[src/hdl/grid_window_max_product_unit_assert.svh]
// ----------------------------------------------------------------------------
// Grid window max product assertion macros
// Shorthand for the concurrent checks of the grid window max product unit.
// ----------------------------------------------------------------------------
`ifndef GRID_WINDOW_MAX_PRODUCT_UNIT_ASSERT_SVH
`define GRID_WINDOW_MAX_PRODUCT_UNIT_ASSERT_SVH

// Same-cycle implication, checked outside of reset.
`define GWMP_ASSERT_IMPLIES(label, ck, rs, ante, cons, msg) \
  label: assert property (@(posedge ck) disable iff (rs) (ante) |-> (cons)) else $error(msg);

// Next-cycle implication, checked outside of reset.
`define GWMP_ASSERT_NEXT(label, ck, rs, ante, cons, msg) \
  label: assert property (@(posedge ck) disable iff (rs) (ante) |=> (cons)) else $error(msg);

`endif

[src/hdl/gwmp_pkg.sv]
// ----------------------------------------------------------------------------
// Grid window max product package
// Shared widths, reset values, register indexes and the item flag type.
// ----------------------------------------------------------------------------
package gwmp_pkg;

  localparam int DATA_W             = 8;
  localparam int RESULT_W           = 32;
  localparam int GRID_SIZE_W        = 6;
  localparam int WINDOW_LEN_W       = 3;
  localparam int CFG_INDEX_W        = 1;
  localparam int CFG_DATA_W         = 6;
  localparam int DEFAULT_MAX_GRID   = 32;
  localparam int DEFAULT_MAX_WINDOW = 4;
  localparam int QUEUE_DEPTH        = 2;

  localparam logic [GRID_SIZE_W-1:0]  GRID_SIZE_RESET  = 6'd20;
  localparam logic [WINDOW_LEN_W-1:0] WINDOW_LEN_RESET = 3'd4;

  localparam logic [CFG_INDEX_W-1:0] REG_GRID_SIZE  = 1'd0;
  localparam logic [CFG_INDEX_W-1:0] REG_WINDOW_LEN = 1'd1;

  typedef struct packed {
    logic row_ok;
    logic col_ok;
    logic diag_ok;
    logic anti_ok;
    logic row_end;
    logic grid_end;
  } item_flags_t;

  localparam int FLAGS_W = $bits(item_flags_t);

  typedef struct packed {
    logic busy;
    logic emitting;
  } back_status_t;

endpackage

[src/hdl/gwmp_ram.sv]
// ----------------------------------------------------------------------------
// Grid window max product RAM
// Simple dual-port RAM with one write port and one registered read port.
// ----------------------------------------------------------------------------
module gwmp_ram #(
  parameter int WIDTH = 8,
  parameter int DEPTH = 128,
  localparam int ADDR_W = $clog2(DEPTH)
) (
  input  logic              clk,
  input  logic              we,
  input  logic [ADDR_W-1:0] waddr,
  input  logic [WIDTH-1:0]  wdata,
  input  logic [ADDR_W-1:0] raddr,
  output logic [WIDTH-1:0]  rdata
);

  logic [WIDTH-1:0] mem [DEPTH];

  always_ff @(posedge clk) begin
    if (we) begin
      mem[waddr] <= wdata;
    end
    rdata <= mem[raddr];
  end

endmodule

[src/hdl/gwmp_queue.sv]
// ----------------------------------------------------------------------------
// Grid window max product item queue
// Short register FIFO between the classifying front and the compute back.
// ----------------------------------------------------------------------------
module gwmp_queue #(
  parameter int WIDTH = 16,
  parameter int DEPTH = gwmp_pkg::QUEUE_DEPTH,
  localparam int PTR_W = (DEPTH > 1) ? $clog2(DEPTH) : 1,
  localparam int CNT_W = $clog2(DEPTH + 1)
) (
  input  logic             clk,
  input  logic             rst,
  input  logic             push,
  input  logic [WIDTH-1:0] wdata,
  output logic             full,
  input  logic             pop,
  output logic             valid,
  output logic [WIDTH-1:0] rdata
);

  logic [WIDTH-1:0] entries [DEPTH];
  logic [PTR_W-1:0] wr_ptr;
  logic [PTR_W-1:0] rd_ptr;
  logic [CNT_W-1:0] count;

  assign full  = (count == CNT_W'(DEPTH));
  assign valid = (count != '0);
  assign rdata = entries[rd_ptr];

  always_ff @(posedge clk) begin
    if (rst) begin
      wr_ptr <= '0;
      rd_ptr <= '0;
      count  <= '0;
    end else begin
      if (push) begin
        entries[wr_ptr] <= wdata;
        wr_ptr <= (wr_ptr == PTR_W'(DEPTH - 1)) ? '0 : wr_ptr + PTR_W'(1);
      end
      if (pop) begin
        rd_ptr <= (rd_ptr == PTR_W'(DEPTH - 1)) ? '0 : rd_ptr + PTR_W'(1);
      end
      if (push && !pop) begin
        count <= count + CNT_W'(1);
      end else if (pop && !push) begin
        count <= count - CNT_W'(1);
      end
    end
  end

endmodule

[src/hdl/gwmp_front.sv]
// ----------------------------------------------------------------------------
// Grid window max product front end
// Accepts cells, tracks the raster position and marks which windows fit.
// ----------------------------------------------------------------------------
module gwmp_front #(
  parameter int MAX_GRID   = gwmp_pkg::DEFAULT_MAX_GRID,
  parameter int MAX_WINDOW = gwmp_pkg::DEFAULT_MAX_WINDOW,
  localparam int COL_W  = $clog2(MAX_GRID),
  localparam int NW     = $clog2(MAX_GRID + 1),
  localparam int LEN_W  = $clog2(MAX_WINDOW + 1),
  localparam int ITEM_W = gwmp_pkg::FLAGS_W + COL_W + gwmp_pkg::DATA_W
) (
  input  logic                        clk,
  input  logic                        rst,
  input  logic                        restart,
  input  logic [NW-1:0]               n_eff,
  input  logic [LEN_W-1:0]            len_eff,
  input  logic                        s_axis_tvalid,
  output logic                        s_axis_tready,
  input  logic [gwmp_pkg::DATA_W-1:0] s_axis_tdata,
  input  logic                        q_full,
  output logic                        q_push,
  output logic [ITEM_W-1:0]           q_data
);

  localparam int SUM_W = NW + LEN_W;

  logic [COL_W-1:0]     row;
  logic [COL_W-1:0]     col;
  logic [LEN_W-1:0]     len_m1;
  gwmp_pkg::item_flags_t flags;

  assign s_axis_tready = !q_full;
  assign q_push        = s_axis_tvalid && !q_full;
  assign len_m1        = len_eff - LEN_W'(1);

  always_comb begin
    flags.row_ok   = (col >= len_m1);
    flags.col_ok   = (row >= len_m1);
    flags.diag_ok  = flags.row_ok && flags.col_ok;
    flags.anti_ok  = flags.col_ok &&
                     (SUM_W'(col) + SUM_W'(len_m1) <= SUM_W'(n_eff) - SUM_W'(1));
    flags.row_end  = (NW'(col) == n_eff - NW'(1));
    flags.grid_end = flags.row_end && (NW'(row) == n_eff - NW'(1));
  end

  assign q_data = {flags, col, s_axis_tdata};

  always_ff @(posedge clk) begin
    if (rst || restart) begin
      row <= '0;
      col <= '0;
    end else if (q_push) begin
      if (flags.grid_end) begin
        row <= '0;
        col <= '0;
      end else if (flags.row_end) begin
        row <= row + COL_W'(1);
        col <= '0;
      end else begin
        col <= col + COL_W'(1);
      end
    end
  end

endmodule

[src/hdl/gwmp_back.sv]
// ----------------------------------------------------------------------------
// Grid window max product back end
// Reads the line store, multiplies each window and keeps the running maximum.
// ----------------------------------------------------------------------------
module gwmp_back #(
  parameter int MAX_GRID   = gwmp_pkg::DEFAULT_MAX_GRID,
  parameter int MAX_WINDOW = gwmp_pkg::DEFAULT_MAX_WINDOW,
  localparam int COL_W  = $clog2(MAX_GRID),
  localparam int LEN_W  = $clog2(MAX_WINDOW + 1),
  localparam int ITEM_W = gwmp_pkg::FLAGS_W + COL_W + gwmp_pkg::DATA_W
) (
  input  logic                          clk,
  input  logic                          rst,
  input  logic                          restart,
  input  logic [LEN_W-1:0]              len_eff,
  input  logic                          q_valid,
  input  logic [ITEM_W-1:0]             q_data,
  output logic                          q_pop,
  output gwmp_pkg::back_status_t        status,
  output logic                          m_axis_tvalid,
  input  logic                          m_axis_tready,
  output logic [gwmp_pkg::RESULT_W-1:0] m_axis_tdata
);

  localparam int DATA_W    = gwmp_pkg::DATA_W;
  localparam int SLOT_W    = $clog2(MAX_WINDOW);
  localparam int KW        = SLOT_W;
  localparam int P_W       = DATA_W * MAX_WINDOW;
  localparam int RAM_DEPTH = MAX_WINDOW * (2 ** COL_W);
  localparam int ADDR_W    = SLOT_W + COL_W;

  typedef enum logic [2:0] {
    S_IDLE, S_SETUP, S_READ, S_MUL, S_CMP, S_STORE, S_EMIT
  } state_t;

  typedef enum logic [1:0] {DIR_ROW, DIR_COL, DIR_DIAG, DIR_ANTI} dir_t;

  state_t                  state;
  dir_t                    dir;
  logic [KW-1:0]           k;
  logic [P_W-1:0]          prod;
  logic [DATA_W-1:0]       pixel;
  logic [COL_W-1:0]        col;
  gwmp_pkg::item_flags_t   flags;
  logic [SLOT_W-1:0]       slot;
  logic [gwmp_pkg::RESULT_W-1:0] best;

  logic [LEN_W-1:0]  len_m1;
  logic              dir_ok;
  logic [SLOT_W:0]   slot_wrap;
  logic [SLOT_W-1:0] slot_up;
  logic [SLOT_W-1:0] rd_slot;
  logic [COL_W-1:0]  rd_col;
  logic [ADDR_W-1:0] raddr;
  logic [ADDR_W-1:0] waddr;
  logic              we;
  logic [DATA_W-1:0] rdata;
  logic [P_W-1:0]    prod_mul;

  assign len_m1   = len_eff - LEN_W'(1);
  assign q_pop    = (state == S_IDLE) && q_valid;
  assign status.busy     = (state != S_IDLE);
  assign status.emitting = (state == S_EMIT);
  assign prod_mul = prod * P_W'(rdata);

  always_comb begin
    case (dir)
      DIR_ROW:  dir_ok = flags.row_ok;
      DIR_COL:  dir_ok = flags.col_ok;
      DIR_DIAG: dir_ok = flags.diag_ok;
      DIR_ANTI: dir_ok = flags.anti_ok;
      default:  dir_ok = 1'b0;
    endcase
  end

  always_comb begin
    slot_wrap = (slot >= k) ? (SLOT_W+1)'(slot) - (SLOT_W+1)'(k)
                            : (SLOT_W+1)'(slot) + (SLOT_W+1)'(MAX_WINDOW) - (SLOT_W+1)'(k);
    slot_up   = SLOT_W'(slot_wrap);
    case (dir)
      DIR_ROW: begin
        rd_slot = slot;
        rd_col  = col - COL_W'(k);
      end
      DIR_COL: begin
        rd_slot = slot_up;
        rd_col  = col;
      end
      DIR_DIAG: begin
        rd_slot = slot_up;
        rd_col  = col - COL_W'(k);
      end
      default: begin
        rd_slot = slot_up;
        rd_col  = col + COL_W'(k);
      end
    endcase
  end

  assign raddr = {rd_slot, rd_col};
  assign waddr = {slot, col};
  assign we    = (state == S_STORE);

  gwmp_ram #(
    .WIDTH (DATA_W),
    .DEPTH (RAM_DEPTH)
  ) u_line_store (
    .clk   (clk),
    .we    (we),
    .waddr (waddr),
    .wdata (pixel),
    .raddr (raddr),
    .rdata (rdata)
  );

  always_ff @(posedge clk) begin
    if (rst) begin
      state         <= S_IDLE;
      m_axis_tvalid <= 1'b0;
      best          <= '0;
      slot          <= '0;
    end else begin
      if ((state == S_EMIT) && (!m_axis_tvalid || m_axis_tready)) begin
        m_axis_tvalid <= 1'b1;
      end else if (m_axis_tready) begin
        m_axis_tvalid <= 1'b0;
      end
      if (restart) begin
        best <= '0;
      end
      case (state)
        S_IDLE: begin
          if (q_valid) begin
            pixel <= q_data[DATA_W-1:0];
            col   <= q_data[DATA_W +: COL_W];
            flags <= gwmp_pkg::item_flags_t'(q_data[ITEM_W-1 -: gwmp_pkg::FLAGS_W]);
            dir   <= DIR_ROW;
            state <= S_SETUP;
          end
        end
        S_SETUP: begin
          if (dir_ok) begin
            prod  <= P_W'(pixel);
            k     <= KW'(1);
            state <= (len_m1 == '0) ? S_CMP : S_READ;
          end else if (dir == DIR_ANTI) begin
            state <= S_STORE;
          end else begin
            dir <= dir_t'(dir + 2'd1);
          end
        end
        S_READ: begin
          state <= S_MUL;
        end
        S_MUL: begin
          prod <= prod_mul;
          if (LEN_W'(k) == len_m1) begin
            state <= S_CMP;
          end else begin
            k     <= k + KW'(1);
            state <= S_READ;
          end
        end
        S_CMP: begin
          if (prod > P_W'(best)) begin
            best <= gwmp_pkg::RESULT_W'(prod);
          end
          if (dir == DIR_ANTI) begin
            state <= S_STORE;
          end else begin
            dir   <= dir_t'(dir + 2'd1);
            state <= S_SETUP;
          end
        end
        S_STORE: begin
          if (flags.row_end) begin
            slot <= (slot == SLOT_W'(MAX_WINDOW - 1)) ? '0 : slot + SLOT_W'(1);
          end
          state <= flags.grid_end ? S_EMIT : S_IDLE;
        end
        S_EMIT: begin
          if (!m_axis_tvalid || m_axis_tready) begin
            m_axis_tdata  <= best;
            best          <= '0;
            state         <= S_IDLE;
          end
        end
        default: begin
          state <= S_IDLE;
        end
      endcase
    end
  end

endmodule

[src/hdl/grid_window_max_product_unit.sv]
// ----------------------------------------------------------------------------
// Grid window max product unit
// Streams a square grid in raster order and reports the largest product of
// window_len adjacent cells along rows, columns and both diagonals.
// ----------------------------------------------------------------------------
// Cells enter on the s_axis channel, one 8-bit cell per transfer, row by row.
// After the last cell of a grid one 32-bit result leaves on the m_axis
// channel, and the next grid starts with the following cell.
// The register port sets grid_size (index 0) and window_len (index 1); any
// write restarts the grid and must only happen while the unit is idle.
// A two-entry queue sits between the input side and the compute engine, so
// up to two cells are taken while the engine is busy.
// The engine handles one cell at a time and works through the windows (0 to
// 4) that end at that cell, one direction after another, with the effective
// window length. Its pace is set by the single read port of the line store
// and the one shared multiplier, which take one store read and one multiply
// per window cell after the first. For the last cell of a grid the engine
// then loads the output register in its emit step.
// Reset restores grid_size 20 and window_len 4 and empties the queue.
// While the receiver holds m_axis_tready low the result stays in the output
// register; the engine keeps working and stalls only on the next result.
// ----------------------------------------------------------------------------
`include "grid_window_max_product_unit_assert.svh"

module grid_window_max_product_unit #(
  parameter int MAX_GRID   = gwmp_pkg::DEFAULT_MAX_GRID,
  parameter int MAX_WINDOW = gwmp_pkg::DEFAULT_MAX_WINDOW
) (
  input  logic                             clk,
  input  logic                             rst,
  input  logic                             cfg_we,
  input  logic [gwmp_pkg::CFG_INDEX_W-1:0] cfg_index,
  input  logic [gwmp_pkg::CFG_DATA_W-1:0]  cfg_wdata,
  input  logic                             s_axis_tvalid,
  output logic                             s_axis_tready,
  input  logic [gwmp_pkg::DATA_W-1:0]      s_axis_tdata,   // [7:0] cell_value
  output logic                             m_axis_tvalid,
  input  logic                             m_axis_tready,
  output logic [gwmp_pkg::RESULT_W-1:0]    m_axis_tdata    // [31:0] max_product
);

  localparam int COL_W  = $clog2(MAX_GRID);
  localparam int NW     = $clog2(MAX_GRID + 1);
  localparam int LEN_W  = $clog2(MAX_WINDOW + 1);
  localparam int ITEM_W = gwmp_pkg::FLAGS_W + COL_W + gwmp_pkg::DATA_W;

  logic [gwmp_pkg::GRID_SIZE_W-1:0]  grid_size;
  logic [gwmp_pkg::WINDOW_LEN_W-1:0] window_len;
  logic [NW-1:0]                     n_eff;
  logic [LEN_W-1:0]                  len_eff;

  logic              q_push;
  logic              q_full;
  logic              q_pop;
  logic              q_valid;
  logic [ITEM_W-1:0] q_wdata;
  logic [ITEM_W-1:0] q_rdata;
  gwmp_pkg::back_status_t back_status;

  always_ff @(posedge clk) begin
    if (rst) begin
      grid_size  <= gwmp_pkg::GRID_SIZE_RESET;
      window_len <= gwmp_pkg::WINDOW_LEN_RESET;
    end else if (cfg_we) begin
      case (cfg_index)
        gwmp_pkg::REG_GRID_SIZE:  grid_size  <= cfg_wdata[gwmp_pkg::GRID_SIZE_W-1:0];
        gwmp_pkg::REG_WINDOW_LEN: window_len <= cfg_wdata[gwmp_pkg::WINDOW_LEN_W-1:0];
        default: begin
        end
      endcase
    end
  end

  always_comb begin
    if (grid_size == '0) begin
      n_eff = NW'(1);
    end else if (32'(grid_size) > 32'(MAX_GRID)) begin
      n_eff = NW'(MAX_GRID);
    end else begin
      n_eff = NW'(grid_size);
    end
    if (window_len == '0) begin
      len_eff = LEN_W'(1);
    end else if (32'(window_len) > 32'(MAX_WINDOW)) begin
      len_eff = LEN_W'(MAX_WINDOW);
    end else begin
      len_eff = LEN_W'(window_len);
    end
  end

  gwmp_front #(
    .MAX_GRID   (MAX_GRID),
    .MAX_WINDOW (MAX_WINDOW)
  ) u_front (
    .clk           (clk),
    .rst           (rst),
    .restart       (cfg_we),
    .n_eff         (n_eff),
    .len_eff       (len_eff),
    .s_axis_tvalid (s_axis_tvalid),
    .s_axis_tready (s_axis_tready),
    .s_axis_tdata  (s_axis_tdata),
    .q_full        (q_full),
    .q_push        (q_push),
    .q_data        (q_wdata)
  );

  gwmp_queue #(
    .WIDTH (ITEM_W),
    .DEPTH (gwmp_pkg::QUEUE_DEPTH)
  ) u_queue (
    .clk   (clk),
    .rst   (rst),
    .push  (q_push),
    .wdata (q_wdata),
    .full  (q_full),
    .pop   (q_pop),
    .valid (q_valid),
    .rdata (q_rdata)
  );

  gwmp_back #(
    .MAX_GRID   (MAX_GRID),
    .MAX_WINDOW (MAX_WINDOW)
  ) u_back (
    .clk           (clk),
    .rst           (rst),
    .restart       (cfg_we),
    .len_eff       (len_eff),
    .q_valid       (q_valid),
    .q_data        (q_rdata),
    .q_pop         (q_pop),
    .status        (back_status),
    .m_axis_tvalid (m_axis_tvalid),
    .m_axis_tready (m_axis_tready),
    .m_axis_tdata  (m_axis_tdata)
  );

  `GWMP_ASSERT_IMPLIES(a_pop_when_ready, clk, rst, q_pop, q_valid && !back_status.busy, "engine took a cell while busy or from an empty queue")
  `GWMP_ASSERT_IMPLIES(a_push_not_full, clk, rst, q_push, !q_full, "cell pushed into a full queue")
  `GWMP_ASSERT_NEXT(a_push_visible, clk, rst, q_push && !q_pop, q_valid, "pushed cell not visible to the engine")
  `GWMP_ASSERT_IMPLIES(a_result_source, clk, rst, $rose(m_axis_tvalid), $past(back_status.emitting), "result appeared outside of the emit step")

endmodule
[config.mk]
export PLATFORM = sky130hd
export DESIGN_NAME = grid_window_max_product_unit
export DESIGN_NICKNAME = d
export VERILOG_FILES = /design/src/hdl/gwmp_pkg.sv /design/src/hdl/gwmp_ram.sv /design/src/hdl/gwmp_queue.sv /design/src/hdl/gwmp_front.sv /design/src/hdl/gwmp_back.sv /design/src/hdl/grid_window_max_product_unit.sv
export VERILOG_INCLUDE_DIRS = /design/src /design/src/hdl
export SDC_FILE = /design/constraint.sdc
export NUM_CORES = 2
export LEC_CHECK = 0
export ABC_AREA = 1
export BUFFER_PORTS_ARGS = -buffer_cell sky130_fd_sc_hd__buf_2
export CAP_MARGIN = 20
export CORE_UTILIZATION = 25
export DETAILED_ROUTE_END_ITERATION = 16
export PLACE_DENSITY = 0.41
export SYNTH_ARGS = -nofsm -noshare
export SYNTH_HDL_FRONTEND = slang
export SYNTH_SLANG_ARGS = --single-unit
[constraint.sdc]
create_clock -name clk -period 8.6 [get_ports clk]
set_input_delay 1.72 -clock clk [delete_from_list [all_inputs] [get_ports clk]]
set_output_delay 1.72 -clock clk [all_outputs]
set_load 0.01 [all_outputs]
==> impl_summary.log <==
INFO  metric cts_resized = 0
INFO  metric portbufs = 53
INFO  metric yosys_register_bits = 1218
INFO  metric layout-drive-gt1-share = 5.05%
INFO  metric boundaryPins = 54
INFO  metric synth-compound-area-share = 1.97%
INFO  metric clock_insertion_delay_worst_skew = 0.79 ns
INFO  metric synth_enable_flop_cells = 1149
INFO  metric crit_chain = buf_4 -> nand2_1 -> fa_1 -> fa_1 -> inv_1 -> fa_1 -> inv_1 -> fa_1 -> inv_1 -> ha_1 -> nand2_1 -> o21ai_0 -> nor2_1 -> o21bai_1 -> nand2_1 -> nand2_1 -> nand2_1 -> inv_1 -> o21ai_0 -> nand2_1 -> nor2_1
INFO  metric maximum_buffer_depth_of_the_clock_tree = 3
INFO  metric async_flop_share = 0%
INFO  metric clockRootBuffer = sky130_fd_sc_hd__clkbuf_16
INFO  metric multiplexer_share_of_the_synthesized_area = 0%
INFO  metric whs_path_depth = 0
INFO  metric grt_setup_unrepaired = false
INFO  metric rows = 182
INFO  metric drt-pass1-iter-count = 5
INFO  metric delay_heaviest_family_cp = adder cells
INFO  metric cts-htree-levels = 4
INFO  metric drc_violation_count_after_routing = 0
INFO  metric clkSinkCount = 1218
INFO  metric global_route.overflow_total = 0
INFO  metric synth_area_per_cell = roughly 9.4 µm²
INFO  metric place_hpwl = 108 mm
INFO  metric flow.area_growth_from_synthesis = 12.7%
INFO  metric most-common-layout-cells = 1676 x sky130_fd_sc_hd__nand2_1, 1435 x sky130_fd_sc_hd__inv_1, 1149 x sky130_fd_sc_hd__edfxtp_1
INFO  metric die_w = 501 µm
INFO  metric timing.critical_path.depth = 21
INFO  metric cp_common_cell = sky130_fd_sc_hd__nand2_1
INFO  metric min_period_over_period = approximately three fifths
INFO  metric cts_buffers = 141
INFO  metric hold_viol = 0
INFO  metric cap_violations = 0
INFO  metric fp.coreArea = 247000 µm²
INFO  metric detail_route.vias_per_cell = 4.27
INFO  metric initial_utilization = about a quarter
INFO  metric route.detailed.wl_per_inst = between 15 and 20 µm
INFO  metric nets = around 6.9k
INFO  metric grt_start_max_net_pins = 153
INFO  metric drtIter0Drc = 3272
INFO  metric synthesis.instances = 6617
INFO  metric skew = 0.0325 ns
INFO  metric worst_reg2reg_startpoint = u_back.u_line_store.rdata[2]
INFO  metric report.final.setup_viol = 0
INFO  metric combined_area_of_all_synthesized_cells = 62300 µm²
INFO  metric die_height = 501 µm
INFO  metric ys.flop_type = sky130_fd_sc_hd__edfxtp_1
INFO  metric globalRouteTotalUtil = 14.6%
INFO  metric synth-xor-area-share = 0.450%
INFO  metric data_required_time_of_the_critical_path = 9.13 ns
INFO  metric final.setup.tns = 0 ns
INFO  metric report.final.slew_viol_count = 0
INFO  metric synthSimpleGateAreaFrac = 21.3%
INFO  metric clock.fmax = 195 MHz
INFO  metric maximum_cell_stage_delay_along_the_critical_path = 0.55 ns
INFO  metric gp_congestion = 0.824
INFO  metric synth.yosys.seq_area_share = 57.6%
INFO  metric final_period_minus_worst_setup_slack = just over 5 ns
INFO  metric crit_path_top_delay_cell = sky130_fd_sc_hd__fa_1
INFO  metric critPathKind = reg2reg
INFO  metric post_cts_buffers = 0
INFO  metric layout_commonest_cell = sky130_fd_sc_hd__nand2_1
INFO  metric worstPathBufferInverterCount = 5
INFO  metric max-slew-margin-rel = about 24%
INFO  metric yosys_warnings = 0
INFO  metric route.final.wire_length = 185 mm
INFO  metric pre_cts_ws = 3.53 ns
INFO  metric critPathMaxFanout = 30
INFO  metric synth.lib_cells_used.distinct = 44
INFO  metric worst_setup_path_end_kind = register
INFO  metric start_kind = register
INFO  metric postSynthNetCount = around 6.9k
INFO  metric grt_antenna_before_repair = 4
INFO  metric hold_path.class = reg2reg
INFO  metric num_vias = 42.7k
INFO  metric cts_tree = yes
INFO  metric synth_top_family_by_area = simple AND/OR/NAND/NOR gates
INFO  metric grt_pass1_vias = approximately 42k
INFO  metric hold_start = u_back.best[19]
INFO  metric r2r.worst_path.cells = 21
INFO  metric cts_hold_buf = 0
INFO  metric tightest_slew = about 1.1 ns
INFO  metric timing.final.ws_setup = 3.48 ns
INFO  metric status = finished, final reports clean
INFO  metric yosys.area_share.adder = 7.22%
INFO  metric grt_first_pass_wirelength = roughly 280 mm
INFO  metric clkSlewWorstSetupHoldPaths = approximately 0.06 ns
INFO  metric cp.arrival = 5.64 ns
INFO  metric route.antenna.remaining_nets = 0
INFO  metric fp.dieArea = 251000 µm²
INFO  metric startpoint = u_back.u_line_store.rdata[2]
cells by family after synthesis:
| logic type | count (synthesis) |
|---|---|
| simple gates | 3121 |
| buf+inv | 1756 |
| flops | 1218 |
| fa+ha+maj | 264 |
| compound gates | 225 |
| xor+xnor | 32 |
| other cells | 1 |
metal layers:
metal | vias up | global-route usage (%) | share of wire [%]
met1 | 20900 | 20.4 | 47
met4 | 0 | 3.68 | 2.2
met3 | 202 | 2.00 | 3.8
met5 | - | 0 | 0
met2 | 718 | 23.8 | 47
li1 | 20900 | - | -
stage by stage:
| stage | hold WS, ns | utilization [%] | area [µm²] | instances |
|---|---|---|---|---|
| final | 0.432 | 28.5 | 70200 | 9983 |
| after global routing | 0.453 | 28.5 | 70200 | 9983 |
| after CTS | 0.434 | 28.4 | 70200 | 9979 |
| after detailed placement | 0.423 | 26.7 | 65800 | 9733 |
| after global placement | 0.421 | 26.7 | 65800 | 9732 |
| after floorplan | 0.408 | - | 62300 | 6617 |
final timing paths:
check / slack (ns) / to
setup / recovery: 3.48 / u_back.prod[22]
hold / removal: 0.43 / u_back.m_axis_tdata[19]
setup reg to reg: 3.48 / u_back.prod[22]
hold reg to reg: 0.43 / u_back.m_axis_tdata[19]
flip-flops by register name, indices dropped and copies added, names as in the netlist, 6 cells and up:
register                   flops
u_back.pixel                   8
u_back.best                   32
u_back.u_line_store.mem     1024
grid_size                      6
u_queue.entries               38
u_back.u_line_store.rdata      8
u_back.flags                   6
u_back.m_axis_tdata           32
u_back.prod                   32
cell usage after synthesis (6+ instances only):
cell | number | area [µm²]
sky130_fd_sc_hd__fa_1 | 159 | 3180
sky130_fd_sc_hd__edfxtp_1 | 1149 | 34500
sky130_fd_sc_hd__o21ai_0 | 66 | 330
sky130_fd_sc_hd__nor2_1 | 271 | 1020
sky130_fd_sc_hd__a21o_1 | 9 | 67.6
sky130_fd_sc_hd__nand3_1 | 1090 | 5460
sky130_fd_sc_hd__nand2_1 | 1682 | 6310
sky130_fd_sc_hd__nand3b_1 | 25 | 188
sky130_fd_sc_hd__buf_6 | 22 | 248
sky130_fd_sc_hd__buf_4 | 48 | 360
sky130_fd_sc_hd__nand4_1 | 15 | 93.8
sky130_fd_sc_hd__o211ai_1 | 6 | 45.0
sky130_fd_sc_hd__clkbuf_1 | 87 | 327
sky130_fd_sc_hd__xnor2_1 | 12 | 105
sky130_fd_sc_hd__inv_1 | 1436 | 5390
sky130_fd_sc_hd__buf_1 | 20 | 75.1
sky130_fd_sc_hd__ha_1 | 105 | 1310
sky130_fd_sc_hd__a21oi_1 | 118 | 591
sky130_fd_sc_hd__nor3_1 | 22 | 110
sky130_fd_sc_hd__buf_2 | 136 | 681
sky130_fd_sc_hd__dfxtp_1 | 69 | 1380
sky130_fd_sc_hd__xor2_1 | 20 | 175
layout make-up:
cell class	count	area [µm²]
Clock buffer	187	3770
Timing Repair Buffer	120	982
Inverter	1443	5420
Sequential cell	1218	35900
Fill cell	26100	177000
Clock inverter	59	594
Antenna cell	1	2.50
Tap cell	3312	4140
Multi-Input combinational cell	3643	19400
Power is left out: the tool's default activity adds up to more than one toggle a clock period on the data nets, which glitch-free logic cannot reach.
